File: src/rtl/crc8d_pkg.sv
// Shared types, constants and the CRC-8 byte update for the packet deframer.
package crc8d_pkg;

	// Frame bytes
	localparam logic [7:0] HDR_BYTE = 8'hAA;
	localparam logic [7:0] FTR_BYTE = 8'h55;
	localparam logic [7:0] ACK_OK   = 8'h01;
	localparam logic [7:0] ACK_BAD  = 8'h00;
	localparam logic [7:0] ACK_LEN  = 8'h03;

	// Register reset values
	localparam logic [7:0] POLY_RESET = 8'h07;

	// Depth of the ack queue between parser and sender
	localparam int QUEUE_DEPTH = 2;

	// Register indexes
	typedef enum logic [1:0] {
		REG_POLY,
		REG_INIT,
		REG_FXOR,
		REG_ACKCMD
	} reg_idx_t;

	// Parser phases
	typedef enum logic [2:0] {
		PH_HEADER,
		PH_LENGTH,
		PH_COMMAND,
		PH_PAYLOAD,
		PH_CRC,
		PH_FOOTER
	} phase_t;

	// Positions inside the acknowledge frame
	typedef enum logic [2:0] {
		AB_HDR,
		AB_LEN,
		AB_CMD,
		AB_STATUS,
		AB_CRC,
		AB_FTR
	} ack_pos_t;

	// Configuration registers
	typedef struct packed {
		logic [7:0] poly;
		logic [7:0] init;
		logic [7:0] fxor;
		logic [7:0] ack_cmd;
	} cfg_t;

	// One completed frame, waiting to be acknowledged
	typedef struct packed {
		logic [7:0] command;
		logic [7:0] count;
		logic       good;
	} desc_t;

	// MSB-first CRC-8 update over one byte
	function automatic logic [7:0] crc_byte(input logic [7:0] crc, input logic [7:0] b,
		input logic [7:0] poly);
		logic [7:0] c;
		c = crc ^ b;
		for (int i = 0; i < 8; i++) begin
			if (c[7]) begin
				c = {c[6:0], 1'b0} ^ poly;
			end else begin
				c = {c[6:0], 1'b0};
			end
		end
		return c;
	endfunction

endpackage

File: src/rtl/crc8d_front.sv
// Front end: parses received bytes, runs the CRC and posts completed frames.
module crc8d_front (
	input  logic              clk,
	input  logic              arst_n,
	input  crc8d_pkg::cfg_t   cfg,
	input  logic              in_valid,
	output logic              in_ready,
	input  logic [7:0]        rx_byte,
	input  logic              q_full,
	output logic              q_push,
	output crc8d_pkg::desc_t  q_desc
);
	import crc8d_pkg::*;

	phase_t     phase_q;
	phase_t     phase_d;
	logic [7:0] count_q;
	logic [7:0] command_q;
	logic [7:0] left_q;
	logic [7:0] crc_q;
	logic [7:0] crc_rx_q;
	logic       acc;

	// Stall only when a footer would need a queue slot that is not there
	assign in_ready = (phase_q != PH_FOOTER) || !q_full;
	assign acc      = in_valid && in_ready;

	// Post a descriptor on a good footer
	assign q_push       = acc && (phase_q == PH_FOOTER) && (rx_byte == FTR_BYTE);
	assign q_desc.command = command_q;
	assign q_desc.count   = count_q;
	assign q_desc.good    = (crc_rx_q == (crc_q ^ cfg.fxor));

	// Phase register
	always_ff @(posedge clk or negedge arst_n) begin
		if (!arst_n) begin
			phase_q <= PH_HEADER;
		end else if (acc) begin
			phase_q <= phase_d;
		end
	end

	// Next phase
	always_comb begin
		phase_d = phase_q;
		case (phase_q)
			PH_HEADER: begin
				if (rx_byte == HDR_BYTE) begin
					phase_d = PH_LENGTH;
				end
			end
			PH_LENGTH:  phase_d = PH_COMMAND;
			PH_COMMAND: phase_d = (count_q != 8'd0) ? PH_PAYLOAD : PH_CRC;
			PH_PAYLOAD: begin
				if (left_q == 8'd1) begin
					phase_d = PH_CRC;
				end
			end
			PH_CRC:     phase_d = PH_FOOTER;
			PH_FOOTER:  phase_d = PH_HEADER;
			default:    phase_d = PH_HEADER;
		endcase
	end

	// Frame fields and running CRC
	always_ff @(posedge clk or negedge arst_n) begin
		if (!arst_n) begin
			count_q   <= 8'd0;
			command_q <= 8'd0;
			left_q    <= 8'd0;
			crc_q     <= 8'd0;
			crc_rx_q  <= 8'd0;
		end else if (acc) begin
			case (phase_q)
				PH_LENGTH: begin
					// length counts payload plus two
					count_q <= (rx_byte >= 8'd2) ? (rx_byte - 8'd2) : 8'd0;
				end
				PH_COMMAND: begin
					command_q <= rx_byte;
					crc_q     <= crc_byte(cfg.init, rx_byte, cfg.poly);
					left_q    <= count_q;
				end
				PH_PAYLOAD: begin
					crc_q  <= crc_byte(crc_q, rx_byte, cfg.poly);
					left_q <= left_q - 8'd1;
				end
				PH_CRC: begin
					crc_rx_q <= rx_byte;
				end
				default: begin
				end
			endcase
		end
	end

endmodule

File: src/rtl/crc8d_queue.sv
// Small register queue of frame descriptors between front and back.
module crc8d_queue #(
	parameter int DEPTH = crc8d_pkg::QUEUE_DEPTH
) (
	input  logic              clk,
	input  logic              arst_n,
	input  logic              push,
	input  crc8d_pkg::desc_t  push_desc,
	output logic              full,
	input  logic              pop,
	output logic              q_valid,
	output crc8d_pkg::desc_t  q_desc
);
	import crc8d_pkg::*;

	localparam int PW = (DEPTH > 1) ? $clog2(DEPTH) : 1;
	localparam int CW = $clog2(DEPTH + 1);

	desc_t         mem_q [DEPTH];
	logic [PW-1:0] wr_ptr_q;
	logic [PW-1:0] rd_ptr_q;
	logic [CW-1:0] cnt_q;
	logic          do_push;
	logic          do_pop;

	assign full    = (cnt_q == CW'(DEPTH));
	assign q_valid = (cnt_q != '0);
	assign q_desc  = mem_q[rd_ptr_q];
	assign do_push = push && !full;
	assign do_pop  = pop && q_valid;

	// Entry storage
	always_ff @(posedge clk) begin
		if (do_push) begin
			mem_q[wr_ptr_q] <= push_desc;
		end
	end

	// Pointers and fill count
	always_ff @(posedge clk or negedge arst_n) begin
		if (!arst_n) begin
			wr_ptr_q <= '0;
			rd_ptr_q <= '0;
			cnt_q    <= '0;
		end else begin
			if (do_push) begin
				wr_ptr_q <= (wr_ptr_q == PW'(DEPTH - 1)) ? '0 : wr_ptr_q + PW'(1);
			end
			if (do_pop) begin
				rd_ptr_q <= (rd_ptr_q == PW'(DEPTH - 1)) ? '0 : rd_ptr_q + PW'(1);
			end
			if (do_push && !do_pop) begin
				cnt_q <= cnt_q + CW'(1);
			end else if (do_pop && !do_push) begin
				cnt_q <= cnt_q - CW'(1);
			end
		end
	end

endmodule

File: src/rtl/crc8d_back.sv
// Back end: turns each descriptor into the six bytes of an acknowledge frame.
module crc8d_back (
	input  logic              clk,
	input  logic              arst_n,
	input  crc8d_pkg::cfg_t   cfg,
	input  logic              q_valid,
	input  crc8d_pkg::desc_t  q_desc,
	output logic              q_pop,
	output logic              out_valid,
	input  logic              out_ready,
	output logic [7:0]        tx_byte,
	output logic [7:0]        frame_command,
	output logic [7:0]        payload_count,
	output logic              crc_good,
	output logic              last_byte
);
	import crc8d_pkg::*;

	desc_t      desc_q;
	logic       busy_q;
	ack_pos_t   pos_q;
	logic [7:0] crc_cmd_q;
	logic       out_valid_q;
	logic [7:0] tx_q;
	logic [7:0] cmd_q;
	logic [7:0] cnt_q;
	logic       good_q;
	logic       last_q;
	logic       slot_free;
	logic       load;
	logic [7:0] status;
	logic [7:0] byte_d;

	assign slot_free = !out_valid_q || out_ready;
	assign load      = busy_q && slot_free;
	assign q_pop     = q_valid && !busy_q;
	assign status    = desc_q.good ? ACK_OK : ACK_BAD;

	// CRC of the ack command byte, from the current settings
	always_ff @(posedge clk or negedge arst_n) begin
		if (!arst_n) begin
			crc_cmd_q <= 8'd0;
		end else begin
			crc_cmd_q <= crc_byte(cfg.init, cfg.ack_cmd, cfg.poly);
		end
	end

	// Byte for the current frame position
	always_comb begin
		case (pos_q)
			AB_HDR:    byte_d = HDR_BYTE;
			AB_LEN:    byte_d = ACK_LEN;
			AB_CMD:    byte_d = cfg.ack_cmd;
			AB_STATUS: byte_d = status;
			AB_CRC:    byte_d = crc_byte(crc_cmd_q, status, cfg.poly) ^ cfg.fxor;
			AB_FTR:    byte_d = FTR_BYTE;
			default:   byte_d = FTR_BYTE;
		endcase
	end

	// Descriptor and sequencing
	always_ff @(posedge clk or negedge arst_n) begin
		if (!arst_n) begin
			busy_q <= 1'b0;
			pos_q  <= AB_HDR;
		end else if (q_pop) begin
			busy_q <= 1'b1;
			pos_q  <= AB_HDR;
		end else if (load) begin
			if (pos_q == AB_FTR) begin
				busy_q <= 1'b0;
			end
			pos_q <= ack_pos_t'(pos_q + 3'd1);
		end
	end

	always_ff @(posedge clk) begin
		if (q_pop) begin
			desc_q <= q_desc;
		end
	end

	// Output register
	always_ff @(posedge clk or negedge arst_n) begin
		if (!arst_n) begin
			out_valid_q <= 1'b0;
		end else if (slot_free) begin
			out_valid_q <= load;
		end
	end

	always_ff @(posedge clk) begin
		if (load) begin
			tx_q   <= byte_d;
			cmd_q  <= desc_q.command;
			cnt_q  <= desc_q.count;
			good_q <= desc_q.good;
			last_q <= (pos_q == AB_FTR);
		end
	end

	assign out_valid     = out_valid_q;
	assign tx_byte       = tx_q;
	assign frame_command = cmd_q;
	assign payload_count = cnt_q;
	assign crc_good      = good_q;
	assign last_byte     = last_q;

endmodule

File: src/rtl/crc8_packet_deframer_with_ack_top.sv
// Throughput: one received byte per cycle; input stalls only on a footer while the queue is full.
// Ack path: each accepted frame passes the queue and the sender's output register; the sender
// gives one ack byte per cycle while out_ready holds, six per frame, with a gap between frames.
// The ack queue holds QUEUE_DEPTH pending frames before the parser must wait.
// Reset (arst_n low, asynchronous): parser waits for header, queue empty, output idle,
// registers at polynomial 0x07, others zero.
module crc8_packet_deframer_with_ack_top #(
	parameter int QUEUE_DEPTH = crc8d_pkg::QUEUE_DEPTH
) (
	input  logic       clk,
	input  logic       arst_n,
	input  logic       cfg_we,
	input  logic [1:0] cfg_index,
	input  logic [7:0] cfg_data,
	input  logic       in_valid,
	output logic       in_ready,
	input  logic [7:0] rx_byte,
	output logic       out_valid,
	input  logic       out_ready,
	output logic [7:0] tx_byte,
	output logic [7:0] frame_command,
	output logic [7:0] payload_count,
	output logic       crc_good,
	output logic       last_byte
);
	import crc8d_pkg::*;

	cfg_t  cfg_q;
	desc_t push_desc;
	desc_t pop_desc;
	logic  q_push;
	logic  q_full;
	logic  q_pop;
	logic  q_valid;

	// Configuration registers
	always_ff @(posedge clk or negedge arst_n) begin
		if (!arst_n) begin
			cfg_q.poly    <= POLY_RESET;
			cfg_q.init    <= 8'd0;
			cfg_q.fxor    <= 8'd0;
			cfg_q.ack_cmd <= 8'd0;
		end else if (cfg_we) begin
			case (reg_idx_t'(cfg_index))
				REG_POLY:   cfg_q.poly    <= cfg_data;
				REG_INIT:   cfg_q.init    <= cfg_data;
				REG_FXOR:   cfg_q.fxor    <= cfg_data;
				REG_ACKCMD: cfg_q.ack_cmd <= cfg_data;
				default: begin
				end
			endcase
		end
	end

	crc8d_front u_front (
		.clk      (clk),
		.arst_n   (arst_n),
		.cfg      (cfg_q),
		.in_valid (in_valid),
		.in_ready (in_ready),
		.rx_byte  (rx_byte),
		.q_full   (q_full),
		.q_push   (q_push),
		.q_desc   (push_desc)
	);

	crc8d_queue #(
		.DEPTH (QUEUE_DEPTH)
	) u_queue (
		.clk       (clk),
		.arst_n    (arst_n),
		.push      (q_push),
		.push_desc (push_desc),
		.full      (q_full),
		.pop       (q_pop),
		.q_valid   (q_valid),
		.q_desc    (pop_desc)
	);

	crc8d_back u_back (
		.clk           (clk),
		.arst_n        (arst_n),
		.cfg           (cfg_q),
		.q_valid       (q_valid),
		.q_desc        (pop_desc),
		.q_pop         (q_pop),
		.out_valid     (out_valid),
		.out_ready     (out_ready),
		.tx_byte       (tx_byte),
		.frame_command (frame_command),
		.payload_count (payload_count),
		.crc_good      (crc_good),
		.last_byte     (last_byte)
	);

`ifndef ASSERT_OFF
	// A frame is never posted into a full queue
	a_no_overflow: assert property (@(posedge clk) disable iff (!arst_n)
		q_push |-> !q_full)
		else $error("ack queue overflow");

	// The parser stalls only because the queue is full
	a_stall_cause: assert property (@(posedge clk) disable iff (!arst_n)
		!in_ready |-> q_full)
		else $error("input stalled with queue space free");

	// The closing ack item carries the footer byte
	a_last_is_footer: assert property (@(posedge clk) disable iff (!arst_n)
		(out_valid && last_byte) |-> (tx_byte == FTR_BYTE))
		else $error("last ack item is not the footer");

	// A posted frame reaches the sender side the next cycle
	a_post_seen: assert property (@(posedge clk) disable iff (!arst_n)
		q_push |=> q_valid)
		else $error("posted frame not visible in queue");
`endif

endmodule
File: config.mk
export PLATFORM = sky130hd
export DESIGN_NAME = crc8_packet_deframer_with_ack_top
export DESIGN_NICKNAME = d
export VERILOG_FILES = /design/src/rtl/crc8d_pkg.sv /design/src/rtl/crc8d_front.sv /design/src/rtl/crc8d_queue.sv /design/src/rtl/crc8d_back.sv /design/src/rtl/crc8_packet_deframer_with_ack_top.sv
export SDC_FILE = /design/constraint.sdc
export NUM_CORES = 1
export LEC_CHECK = 0
export ABC_AREA = 1
export BUFFER_PORTS_ARGS = -buffer_cell sky130_fd_sc_hd__buf_4
export CAP_MARGIN = 30
export CORE_UTILIZATION = 55
export CTS_CLUSTER_SIZE = 10
export DETAILED_ROUTE_END_ITERATION = 10
export PLACE_DENSITY_LB_ADDON = 0.1
export SETUP_SLACK_MARGIN = 0.2
export SLEW_MARGIN = 20
export SYNTH_ARGS = -nofsm -noshare
export SYNTH_HDL_FRONTEND = slang
export SYNTH_SLANG_ARGS = --single-unit
File: constraint.sdc
create_clock -name clk -period 3.6 [get_ports clk]
set_input_delay 0 -clock clk [delete_from_list [all_inputs] [get_ports clk]]
set_output_delay 0 -clock clk [all_outputs]
set_load 0.01 [all_outputs]
==> reports/metrics.yaml, run 1 <==
status:
  status: "finished, final reports clean"
synthesis:
  syn-num-nets: 1637
  synthesis.area_um2: 12000
  syn_area_per_cell_um2: 7.45
  synth-seq-cells: 169
  yosys_warnings: 0
  ys_types: 46
  synth.area.top_cells: "edfxtp_1 19%, dfrtp_1 19%, nand2_1 17%, nand3_1 7.1%, xor2_1 6.3%"
  synth_cells: 1605
  async_flop_share_pct: 54.4
  synth_edf_count: 77
  yosys.area.top_type: "edfxtp_1"
  yosys-top-cells-count: "530 x nand2_1, 172 x inv_1, 170 x nand3_1"
  synth.yosys.seq_area_share_pct: 38.6
  yosysMostFrequentCell: "nand2_1"
  synth_ff_type: "dfrtp_1"
  yosys.area.top_type_share_pct: 19.3
floorplan:
  start_util_pct: 56.5
  rows: 53
  die_w_um: 149
  coreArea_um2: 21200
  io-pin-count: 51
  die_area_um2: 22300
  die_h_um: 149
timing:
  finalSetupViolCount: 0
  hold_viol: 0
  fmax_mhz: 290
  rsz0062_at_grt: "true"
  min_period_ns: 3.45
  report.final.slew_viol_count: 0
  fin_crit_sh_pct: 95.7
  setup_tns_ns: 0
  slew_headroom_pct: 52.0
  skew_ns: 0.0162
  worst_slew_pin_slew_ns: 0.719
  setup_slack_ns: 0.154
global_route:
  gr-total-overflow: 0
  antenna_found_initial: 0
  grt_usage_pct: 29.9
  grt_pass1_vias: 9652
  grt_pass1_wl_um: 50700
  grt_max_degree: 45
setup_path:
  rr_startpoint: "cfg_q[31]$_DFFE_PN0P_"
  timing.rr.end: "u_back.tx_byte[2]$_DFFE_PP_"
  cp.required_ns: 3.80
  critPathCaptureType: "flop"
  cp-startpoint: "cfg_q[31]$_DFFE_PN0P_"
  critical_path_class: "reg2reg"
  startpoint_type: "flop"
  crit_path_max_fanout: 7
  crit_arrival_ns: 3.65
  ff2ff_setup_slack_ns: 0.15
  worstRegToRegCells: 18
placed_design:
  dp_hpwl_um: 23200
  post-place-ws_ns: 0.0181
  place_congestion: 0.977
  placed_cell_area_um2: 12800
  portBuffers: 50
cts:
  clkSinkCount: 169
  cts_tree: "done"
  htree_num_levels: 4
  path_clk_slew_ns: 0.08
  clk-insertion-delay-late_ns: 0.44
  clockRootBuffer: "clkbuf_16"
  cts.path.max_buffers: 2
  cts_made_buffers: 17
power_and_ir_drop:
  power_density_nw_per_um2: 1110
  p_int_w: 0.00787
  share_seq_of_total_power_pct: 19.9
  p_leak_nw: 6.84
  pwr-share-comb_pct: 68.2
  ir_worst_vdd_mv: 0.748
  power.share.clock_pct: 11.9
  p_sw_w: 0.00812
  p_sw_share_pct: 50.8
cells_and_area:
  finish.instance_area_um2: 14400
  antenna_cells: 0
  largest_register_ffs: 34
  top_register: "u_queue.mem_q"
  top_regs: "u_queue.mem_q x34, cfg_q x32, u_back.desc_q x17"
  drive_gt1_share_pct: 19.7
  final_nets: 1752
  area.growth.synth_to_final_pct: 20.8
hold_path:
  min_to: "u_front.command_q[2]$_DFFE_PN0P_"
  hold_start: "rx_byte[2]"
  hold-path-cell-count: 3
  hp-class: "in2reg"
detailed_routing:
  routed_wirelength_um: 33500
  drc: 0
  drt-initial-drc-count: 967
  viasPerCell: 5.42
  vias: 10885
  detailedRoute.firstPassIterationCount: 5
  routedWlPerCell_um: 16.7
  drtAntennaViolNets: 0
flow_run:
  max_cap_viol_count: 0
-- critical path, stage by stage (launching register included) --
cell	delay (ns)
dfrtp_2	0.50
nand3b_1	0.16
nand2_4	0.13
nand2_1	0.09
xor2_2	0.19
nand3b_1	0.24
nand2_4	0.12
nor2_4	0.18
xor2_4	0.28
nand2_4	0.12
nand2_2	0.09
nand2_4	0.07
o21ai_4	0.27
nand3_4	0.18
or2_4	0.33
nand3_1	0.08
nand2_1	0.05
nand3_1	0.08
nand2_1	0.05
-- layout by cell type, fill, tap and decap left out, drive strengths merged --
| master | synthesis | final |
|---|---|---|
| nand2 | 571 | 572 |
| inv | 179 | 187 |
| nand3 | 182 | 182 |
| buf | 34 | 140 |
| nor2 | 108 | 108 |
| xor2 | 96 | 97 |
| dfrtp | 89 | 89 |
| o21ai | 86 | 86 |
| edfxtp | 77 | 77 |
| xnor2 | 70 | 71 |
| nand4 | 17 | 17 |
| clkbuf | 29 | 17 |
| dlygate4sd3 | 0 | 16 |
| a21oi | 12 | 12 |
| o22ai | 10 | 10 |
| clkinv | 3 | 10 |
| ha | 9 | 9 |
| nor3 | 5 | 5 |
| nor4 | 5 | 5 |
| nand3b | 5 | 5 |
| o21bai | 3 | 3 |
| o211ai | 3 | 3 |
| dfstp | 3 | 3 |
| or2 | 3 | 3 |
| o221ai | 2 | 2 |
| a31oi | 2 | 2 |
| xnor3 | 1 | 1 |
| a221oi | 1 | 1 |
-- area by class of cell --
cell class	count	area [um^2]
Multi-Input combinational cell	1194	6890
Tap cell	275	344
Fill cell	1704	6710
Clock buffer	17	425
Inverter	182	688
Timing Repair Buffer	156	1260
Clock inverter	15	206
Sequential cell	169	4630
-- metal layers --
metal	global-route usage [%]	share of wire (%)	vias to the layer above
met4	9.80	3.0	0
li1	-	-	5304
met3	6.07	8.5	83
met1	42.7	44	5059
met5	0	0	-
met2	45.4	45	439
-- cell families (layout without fill, tap and decap cells) --
family / after synthesis / count (layout) / share of synthesized area, %
compound gates: 119 / 119 / 5.48
xor+xnor: 167 / 169 / 13.8
buf+inv: 245 / 370 / 8.37
simple gates: 896 / 897 / 32.8
flops: 169 / 169 / 38.6
fa+ha+maj: 9 / 9 / 0.942
-- what timing repair did --
item | in CTS | in global routing
gates resized for setup | 9 | 116
hold buffers | 16 | 0
setup buffers | 8 | 29
cloned | 0 | 3
hold endpoints to repair | 133 | 0
setup endpoints to repair | 24 | 24
pin swaps | 2 | 50
-- power groups by stage --
stage | clock (W) | combinational [W] | sequential (W)
final | 0.00191 | 0.0109 | 0.00318
after global routing | 0.00200 | 0.0121 | 0.00322
after CTS | 0.00194 | 0.00935 | 0.00314
after detailed placement | 0 | 0.00907 | 0.00318
after global placement | 0 | 0.00888 | 0.00316
after floorplan | 0 | 0.00742 | 0.00298
-- metrics by stage --
stage               utilization (%)  std cells  power (W)  hold slack [ns]
floorplan                         -       1605     0.0104           -0.296
global placement               60.3       1918     0.0120           -0.141
detailed placement             60.4       1919     0.0122           -0.137
CTS                            64.6       1975     0.0144          0.00842
global route                   68.3       2008     0.0173           0.0565
finish                         68.3       2008     0.0160           0.0297
-- how the worst max path moves through the flow --
| stage | to | slack, ns | cells past startpoint |
|---|---|---|---|
| final | u_back.tx_byte[2]$_DFFE_PP_ | 0.15 | 18 |
| after global routing | u_back.tx_byte[6]$_DFFE_PP_ | 0.0005 | 19 |
| after CTS | u_back.tx_byte[6]$_DFFE_PP_ | 0.23 | 20 |
| after detailed placement | u_back.crc_cmd_q[2]$_DFF_PN0_ | 0.02 | 21 |
| after global placement | u_front.crc_q[5]$_DFFE_PN0P_ | 0.05 | 28 |
| after floorplan | u_back.tx_byte[5]$_DFFE_PP_ | 0.35 | 21 |
Power figures use the tool's default switching activity.
==> run 2: changes to the inputs <==
--- a/config.mk
+++ b/config.mk
@@ -12,6 +12,7 @@
 export CTS_CLUSTER_SIZE = 10
 export DETAILED_ROUTE_END_ITERATION = 10
 export PLACE_DENSITY_LB_ADDON = 0.1
+export RECOVER_POWER = 25
 export SETUP_SLACK_MARGIN = 0.2
 export SLEW_MARGIN = 20
 export SYNTH_ARGS = -nofsm -noshare
==> run 2 against run 1 <==
Worst setup slack hardly changed. Power hardly changed. Non-clock buffer count stayed put. Clock skew is 0.0018 ns higher. Clock power hardly changed. Combinational power hardly changed. Clock-buffer cell count stayed put. The run now ends with capacitance limit, slew limit left. Register-to-register slack hardly changed. Final area hardly changed. Die area stayed put. Critical endpoint is now u_back.tx_byte[4]$_DFFE_PP_. Via count is 0.15% higher.
==> reports/metrics.yaml, run 2 (synthesis gave the netlist of run 1 again) <==
flow_run:
  max_cap_viol_count: 2  # was 0
timing:
  report.final.slew_viol_count: 81  # was 0
  fin_crit_sh_pct: 95.7  # about the same
  finalSetupViolCount: 0  # unchanged
  fmax_mhz: 290  # about the same
  min_period_ns: 3.45  # about the same
  setup_tns_ns: 0  # unchanged
  hold_viol: 0  # unchanged
  skew_ns: 0.0180  # was 0.0162 ns
  worst_slew_pin_slew_ns: 2.56  # was 0.719 ns
  slew_headroom_pct: -70.9  # was 52.0%
  rsz0062_at_grt: "true"  # unchanged
cells_and_area:
  final_nets: 1752  # unchanged
  antenna_cells: 0  # unchanged
  drive_gt1_share_pct: 19.5  # was 19.7%
  layout_commonest_cell: "nand2_1"  # unchanged
  top_regs: "u_queue.mem_q x34, cfg_q x32, u_back.desc_q x17"  # unchanged
  top_register: "u_queue.mem_q"  # unchanged
  largest_register_ffs: 34  # unchanged
  area.growth.synth_to_final_pct: 20.7  # was 20.8%
  layout_common_cells: "497 x nand2_1, 169 x inv_1, 158 x nand3_1, 127 x buf_4, 97 x nor2_1"  # was 497 x nand2_1, 169 x inv_1, 158 x nand3_1, 130 x buf_4, 97 x nor2_1
detailed_routing:
  viasPerCell: 5.43  # was 5.42
  routedWlPerCell_um: 16.7  # about the same
  drtAntennaViolNets: 0  # unchanged
  drt-initial-drc-count: 960  # was 967
  routed_wirelength_um: 33400  # was 33500 um
  detailedRoute.firstPassIterationCount: 5  # unchanged
  vias: 10901  # was 10885
  drc: 0  # unchanged
placed_design:
  place_congestion: 0.977  # unchanged
  portBuffers: 50  # unchanged
  dp_hpwl_um: 23200  # unchanged
global_route:
  grt_pass1_wl_um: 50700  # unchanged
  grt_usage_pct: 29.9  # unchanged
  gr-total-overflow: 0  # unchanged
  grt_max_degree: 45  # unchanged
  grt_pass1_vias: 9652  # unchanged
  antenna_found_initial: 0  # unchanged
setup_path:
  timing.rr.end: "u_back.tx_byte[4]$_DFFE_PP_"  # was u_back.tx_byte[2]$_DFFE_PP_
  critical_path_class: "reg2reg"  # unchanged
  critPathCaptureType: "flop"  # unchanged
  rr_startpoint: "cfg_q[31]$_DFFE_PN0P_"  # unchanged
  worstRegToRegCells: 18  # unchanged
  crit_path_max_fanout: 7  # unchanged
  cp-startpoint: "cfg_q[31]$_DFFE_PN0P_"  # unchanged
  endpoint: "u_back.tx_byte[4]$_DFFE_PP_"  # was u_back.tx_byte[2]$_DFFE_PP_
  startpoint_type: "flop"  # unchanged
  crit_arrival_ns: 3.65  # about the same
  cp.required_ns: 3.80  # about the same
  ff2ff_setup_slack_ns: 0.15  # about the same
power_and_ir_drop:
  p_sw_share_pct: 50.8  # about the same
  p_int_w: 0.00787  # about the same
  p_leak_nw: 6.83  # was 6.84 nW
  share_seq_of_total_power_pct: 19.8  # was 19.9%
  ir_worst_vdd_mv: 0.750  # was 0.748 mV
  power.share.clock_pct: 11.9  # about the same
  power_density_nw_per_um2: 1110  # about the same
  p_sw_w: 0.00813  # was 0.00812 W
  finalPower_w: 0.0160  # about the same
  pwr-share-comb_pct: 68.2  # about the same
cts:
  path_clk_slew_ns: 0.08  # about the same
  clkSinkCount: 169  # unchanged
  cts_made_buffers: 17  # unchanged
  clockRootBuffer: "clkbuf_16"  # unchanged
  cts_tree: "done"  # unchanged
  clk-insertion-delay-late_ns: 0.45  # was 0.44 ns
  htree_num_levels: 4  # unchanged
  cts.path.max_buffers: 2  # unchanged
hold_path:
  hp-class: "in2reg"  # unchanged
  hold_start: "rx_byte[0]"  # was rx_byte[2]
floorplan:
  die_w_um: 149  # unchanged
  rows: 53  # unchanged
  io-pin-count: 51  # unchanged
  start_util_pct: 56.5  # unchanged
  die_area_um2: 22300  # unchanged
  die_h_um: 149  # unchanged
  coreArea_um2: 21200  # unchanged
status:
  violations: "capacitance limit, slew limit"
  status: "finished, violations left"  # was finished, final reports clean
[run 2: cell types whose count changed in the layout (fill, tap and decap cells not counted)]
| cell | previous run | this run |
|---|---|---|
| clkbuf_1 | 0 | 3 |
| buf_4 | 130 | 127 |
[run 2: critical path, cell delays in order (launching register included)]
cell and delay [ns]:
dfrtp_2 0.49, nand3b_1 0.16, nand2_4 0.13, nand2_1 0.09, xor2_2 0.19, nand3b_1 0.24, nand2_4 0.12, nor2_4 0.18
xor2_4 0.28, nand2_4 0.11, nand2_2 0.09, nand2_4 0.07, o21ai_4 0.27, nand3_4 0.18, or2_4 0.33, nand3_2 0.06
nand2_1 0.05, nand3_1 0.08, nand2_1 0.07
[run 2: power by group through the flow]
stage          logic [W]  registers, W  clock network (W)
2_1_floorplan    0.00742       0.00298                  0
5_1_grt           0.0121       0.00322            0.00200
4_1_cts          0.00935       0.00314            0.00194
3_3_place_gp     0.00888       0.00316                  0
6_report          0.0109       0.00317            0.00191
3_5_place_dp     0.00907       0.00318                  0
[run 2: how the worst min path moves through the flow]
stage / to / slack (ns) / depth (start not counted)
floorplan: cfg_q[0]$_DFFE_PN0P_ / -0.30 / 0
global placement: u_front.left_q[1]$_DFFE_PN0P_ / -0.14 / 1
detailed placement: u_front.left_q[1]$_DFFE_PN0P_ / -0.14 / 1
CTS: u_front.command_q[2]$_DFFE_PN0P_ / 0.008 / 3
global route: u_front.crc_rx_q[0]$_DFFE_PN0P_ / 0.06 / 3
finish: u_front.crc_rx_q[0]$_DFFE_PN0P_ / 0.03 / 3
[run 2: what timing repair did]
item | in CTS | in global routing
hold buffers | 16 | 0
resized for setup | 9 | 116
gates cloned | 0 | 3
hold endpoints to repair | 133 | 0
pin swaps | 2 | 50
setup endpoints to repair | 24 | 24
setup buffers | 8 | 29
[run 2: cell type report]
| class | instances | area, um^2 |
|---|---|---|
| Multi-Input combinational cell | 1194 | 6890 |
| Tap cell | 275 | 344 |
| Clock inverter | 15 | 206 |
| Fill cell | 1708 | 6720 |
| Clock buffer | 17 | 425 |
| Timing Repair Buffer | 156 | 1250 |
| Sequential cell | 169 | 4630 |
| Inverter | 182 | 688 |
[run 2: per-layer routing]
| layer | GRT usage (%) | vias up | part of all wire (%) | wire length (um) |
|---|---|---|---|---|
| met2 | 45.4 | 475 | 45 | 14900 |
| met5 | 0 | - | 0 | 0 |
| met3 | 6.07 | 78 | 8.3 | 2770 |
| met4 | 9.80 | 0 | 3.0 | 989 |
| met1 | 42.7 | 5051 | 44 | 14800 |
| li1 | - | 5297 | - | - |
[run 2: stage by stage]
| stage | area (um^2) | setup WS (ns) | utilization, % | hold slack (ns) | cells |
|---|---|---|---|---|---|
| floorplan | 12000 | 0.352 | - | -0.296 | 1605 |
| global placement | 12800 | 0.0499 | 60.3 | -0.141 | 1918 |
| detailed placement | 12800 | 0.0181 | 60.4 | -0.137 | 1919 |
| CTS | 13700 | 0.230 | 64.6 | 0.00842 | 1975 |
| global route | 14400 | 0.000452 | 68.2 | 0.0565 | 2008 |
| finish | 14400 | 0.154 | 68.2 | 0.0337 | 2008 |
==> run 3: changes to the inputs <==
--- a/config.mk
+++ b/config.mk
@@ -9,9 +9,10 @@
 export BUFFER_PORTS_ARGS = -buffer_cell sky130_fd_sc_hd__buf_4
 export CAP_MARGIN = 30
 export CORE_UTILIZATION = 55
+export CTS_BUF_LIST = sky130_fd_sc_hd__clkbuf_2 sky130_fd_sc_hd__clkbuf_4 sky130_fd_sc_hd__clkbuf_8
 export CTS_CLUSTER_SIZE = 10
 export DETAILED_ROUTE_END_ITERATION = 10
-export PLACE_DENSITY_LB_ADDON = 0.1
+export PLACE_DENSITY = 0.78
 export RECOVER_POWER = 25
 export SETUP_SLACK_MARGIN = 0.2
 export SLEW_MARGIN = 20
==> run 3 against run 2 <==
The run still ends with capacitance limit, slew limit left. Worst hold slack gained 0.011 ns. Die area did not move. Register-to-register slack got worse by 0.04 ns. Clock-buffer cell count unchanged. Final area shrank 1.9%. Via count increased by 2.2%. Clock skew shrank 0.0020 ns. Critical path type unchanged. Critical endpoint is now u_back.tx_byte[7]$_DFFE_PP_.
==> reports/metrics.yaml, run 3 (synthesis gave the netlist of run 1 again) <==
placed_design:
  placed_cell_area_um2: 12800  # about the same
  portBuffers: 50  # unchanged
  dp_hpwl_um: 23300  # was 23200 um
  place_congestion: 0.945  # was 0.977
setup_path:
  cp.required_ns: 3.83  # was 3.80 ns
  startpoint_type: "flop"  # unchanged
  critPathCaptureType: "flop"  # unchanged
  crit_path_max_fanout: 7  # unchanged
  crit_arrival_ns: 3.72  # was 3.65 ns
  critical_path_class: "reg2reg"  # unchanged
timing:
  worst_slew_pin_slew_ns: 1.93  # was 2.56 ns
  min_period_ns: 3.49  # was 3.45 ns
  fin_crit_sh_pct: 97.0  # was 95.7%
  report.final.slew_viol_count: 35  # was 81
  slew_headroom_pct: -29.0  # was -70.9%
  skew_ns: 0.0160  # was 0.0180 ns
  setup_tns_ns: 0  # unchanged
  fmax_mhz: 286  # was 290 MHz
  finalSetupViolCount: 0  # unchanged
  rsz0062_at_grt: "true"  # unchanged
  hold_viol: 0  # unchanged
cts:
  clkSinkCount: 169  # unchanged
  cts.path.max_buffers: 2  # unchanged
  path_clk_slew_ns: 0.11  # was 0.08 ns
  clockRootBuffer: "clkbuf_8"  # was clkbuf_16
  cts_made_buffers: 17  # unchanged
  clk-insertion-delay-late_ns: 0.47  # was 0.45 ns
  cts_tree: "done"  # unchanged
  htree_num_levels: 4  # unchanged
floorplan:
  io-pin-count: 51  # unchanged
  die_area_um2: 22300  # unchanged
  start_util_pct: 56.5  # unchanged
  die_h_um: 149  # unchanged
  coreArea_um2: 21200  # unchanged
  die_w_um: 149  # unchanged
  rows: 53  # unchanged
hold_path:
  hp-class: "in2reg"  # unchanged
status:
  status: "finished, violations left"  # unchanged
  violations: "capacitance limit, slew limit"  # unchanged
detailed_routing:
  drt-initial-drc-count: 989  # was 960
  drtAntennaViolNets: 0  # unchanged
  drc: 0  # unchanged
  vias: 11142  # was 10901
  routed_wirelength_um: 33300  # was 33400 um
  routedWlPerCell_um: 16.5  # was 16.7 um
  detailedRoute.firstPassIterationCount: 5  # unchanged
  viasPerCell: 5.53  # was 5.43
cells_and_area:
  largest_register_ffs: 34  # unchanged
  top_register: "u_queue.mem_q"  # unchanged
  layout_common_cells: "504 x nand2_1, 172 x inv_1, 159 x nand3_1, 134 x buf_4, 98 x nor2_1"  # was 497 x nand2_1, 169 x inv_1, 158 x nand3_1, 127 x buf_4, 97 x nor2_1
  final_nets: 1758  # was 1752
  finish.instance_area_um2: 14200  # was 14400 um^2
  layout_commonest_cell: "nand2_1"  # unchanged
  drive_gt1_share_pct: 18.3  # was 19.5%
  top_regs: "u_queue.mem_q x34, cfg_q x32, u_back.desc_q x17"  # unchanged
  antenna_cells: 0  # unchanged
  area.growth.synth_to_final_pct: 18.4  # was 20.7%
global_route:
  gr-total-overflow: 0  # unchanged
  grt_pass1_wl_um: 51600  # was 50700 um
  antenna_found_initial: 0  # unchanged
  grt_pass1_vias: 9969  # was 9652
  grt_max_degree: 46  # was 45
  grt_usage_pct: 30.1  # was 29.9%
flow_run:
  max_cap_viol_count: 1  # was 2
## run 3: per-layer routing
metal  GRT usage [%]  part of all wire, %  vias up
met5               0                    0        -
met3            4.09                  7.8       91
li1                -                    -     5321
met4            9.39                  3.3        0
met2            48.1                   47      477
met1            42.2                   42     5253
## run 3: stage by stage
step | setup slack (ns) | cells | hold WS [ns] | util (%)
final | 0.109 | 2014 | 0.0447 | 66.9
after floorplan | 0.352 | 1605 | -0.296 | -
after CTS | 0.201 | 1972 | 0.0121 | 63.6
after global placement | 0.147 | 1917 | 0.232 | 60.3
after detailed placement | 0.119 | 1919 | 0.00408 | 60.5
after global routing | -0.108 | 2014 | 0.0336 | 66.9
## run 3: worst paths after layout
path	from	end	slack [ns]	cells past startpoint
worst max-delay path	cfg_q[31]$_DFFE_PN0P_	u_back.tx_byte[7]$_DFFE_PP_	0.11	19
worst max register to register	cfg_q[31]$_DFFE_PN0P_	u_back.tx_byte[7]$_DFFE_PP_	0.11	19
worst min register to register	u_back.desc_q[3]$_DFFE_PP_	u_back.payload_count[2]$_DFFE_PP_	0.43	0
min in group asynchronous	arst_n	u_queue.cnt_q[0]$_DFFE_PN0P_	0.62	2
max in group asynchronous	arst_n	cfg_q[23]$_DFFE_PN0P_	0.94	3
worst min-delay path	in_valid	u_front.left_q[2]$_DFFE_PN0P_	0.04	4
## run 3: worst max-delay path, stage by stage, from the launching register on
cell and delay, ns:
dfrtp_2 0.49, buf_6 0.15, nand3b_1 0.13, nand2_4 0.09, nand2_1 0.09, xor2_1 0.23, nand3b_1 0.24, nand2_4 0.11
nor2_4 0.17, xor2_4 0.25, nand2_4 0.10, nand2_1 0.10, nand2_2 0.10, o21ai_4 0.20, nand2_1 0.16, nor2_2 0.16
xor2_1 0.21, nand3_1 0.10, nand3_1 0.10, nand2_1 0.07
## run 3: cell type report
class	instances	area [um^2]
clock buffers	17	234
well taps	275	344
inverters	182	688
fillers	1749	7000
repair buffers	162	1310
clock inverters	15	176
flip-flops and latches	169	4620
multi-input cells	1194	6780
## run 3: what timing repair did
action | in CTS | in global routing
setup endpoints to repair | 12 | 24
resized for setup | 11 | 82
pin swaps | 2 | 42
setup buffers | 3 | 38
hold buffers | 18 | 0
cloned | 0 | 3
hold endpoints to repair | 139 | 0
Power of run 3 is not shown: default switching activity piles up to over one toggle a cycle in this logic, so the estimate is an artifact.
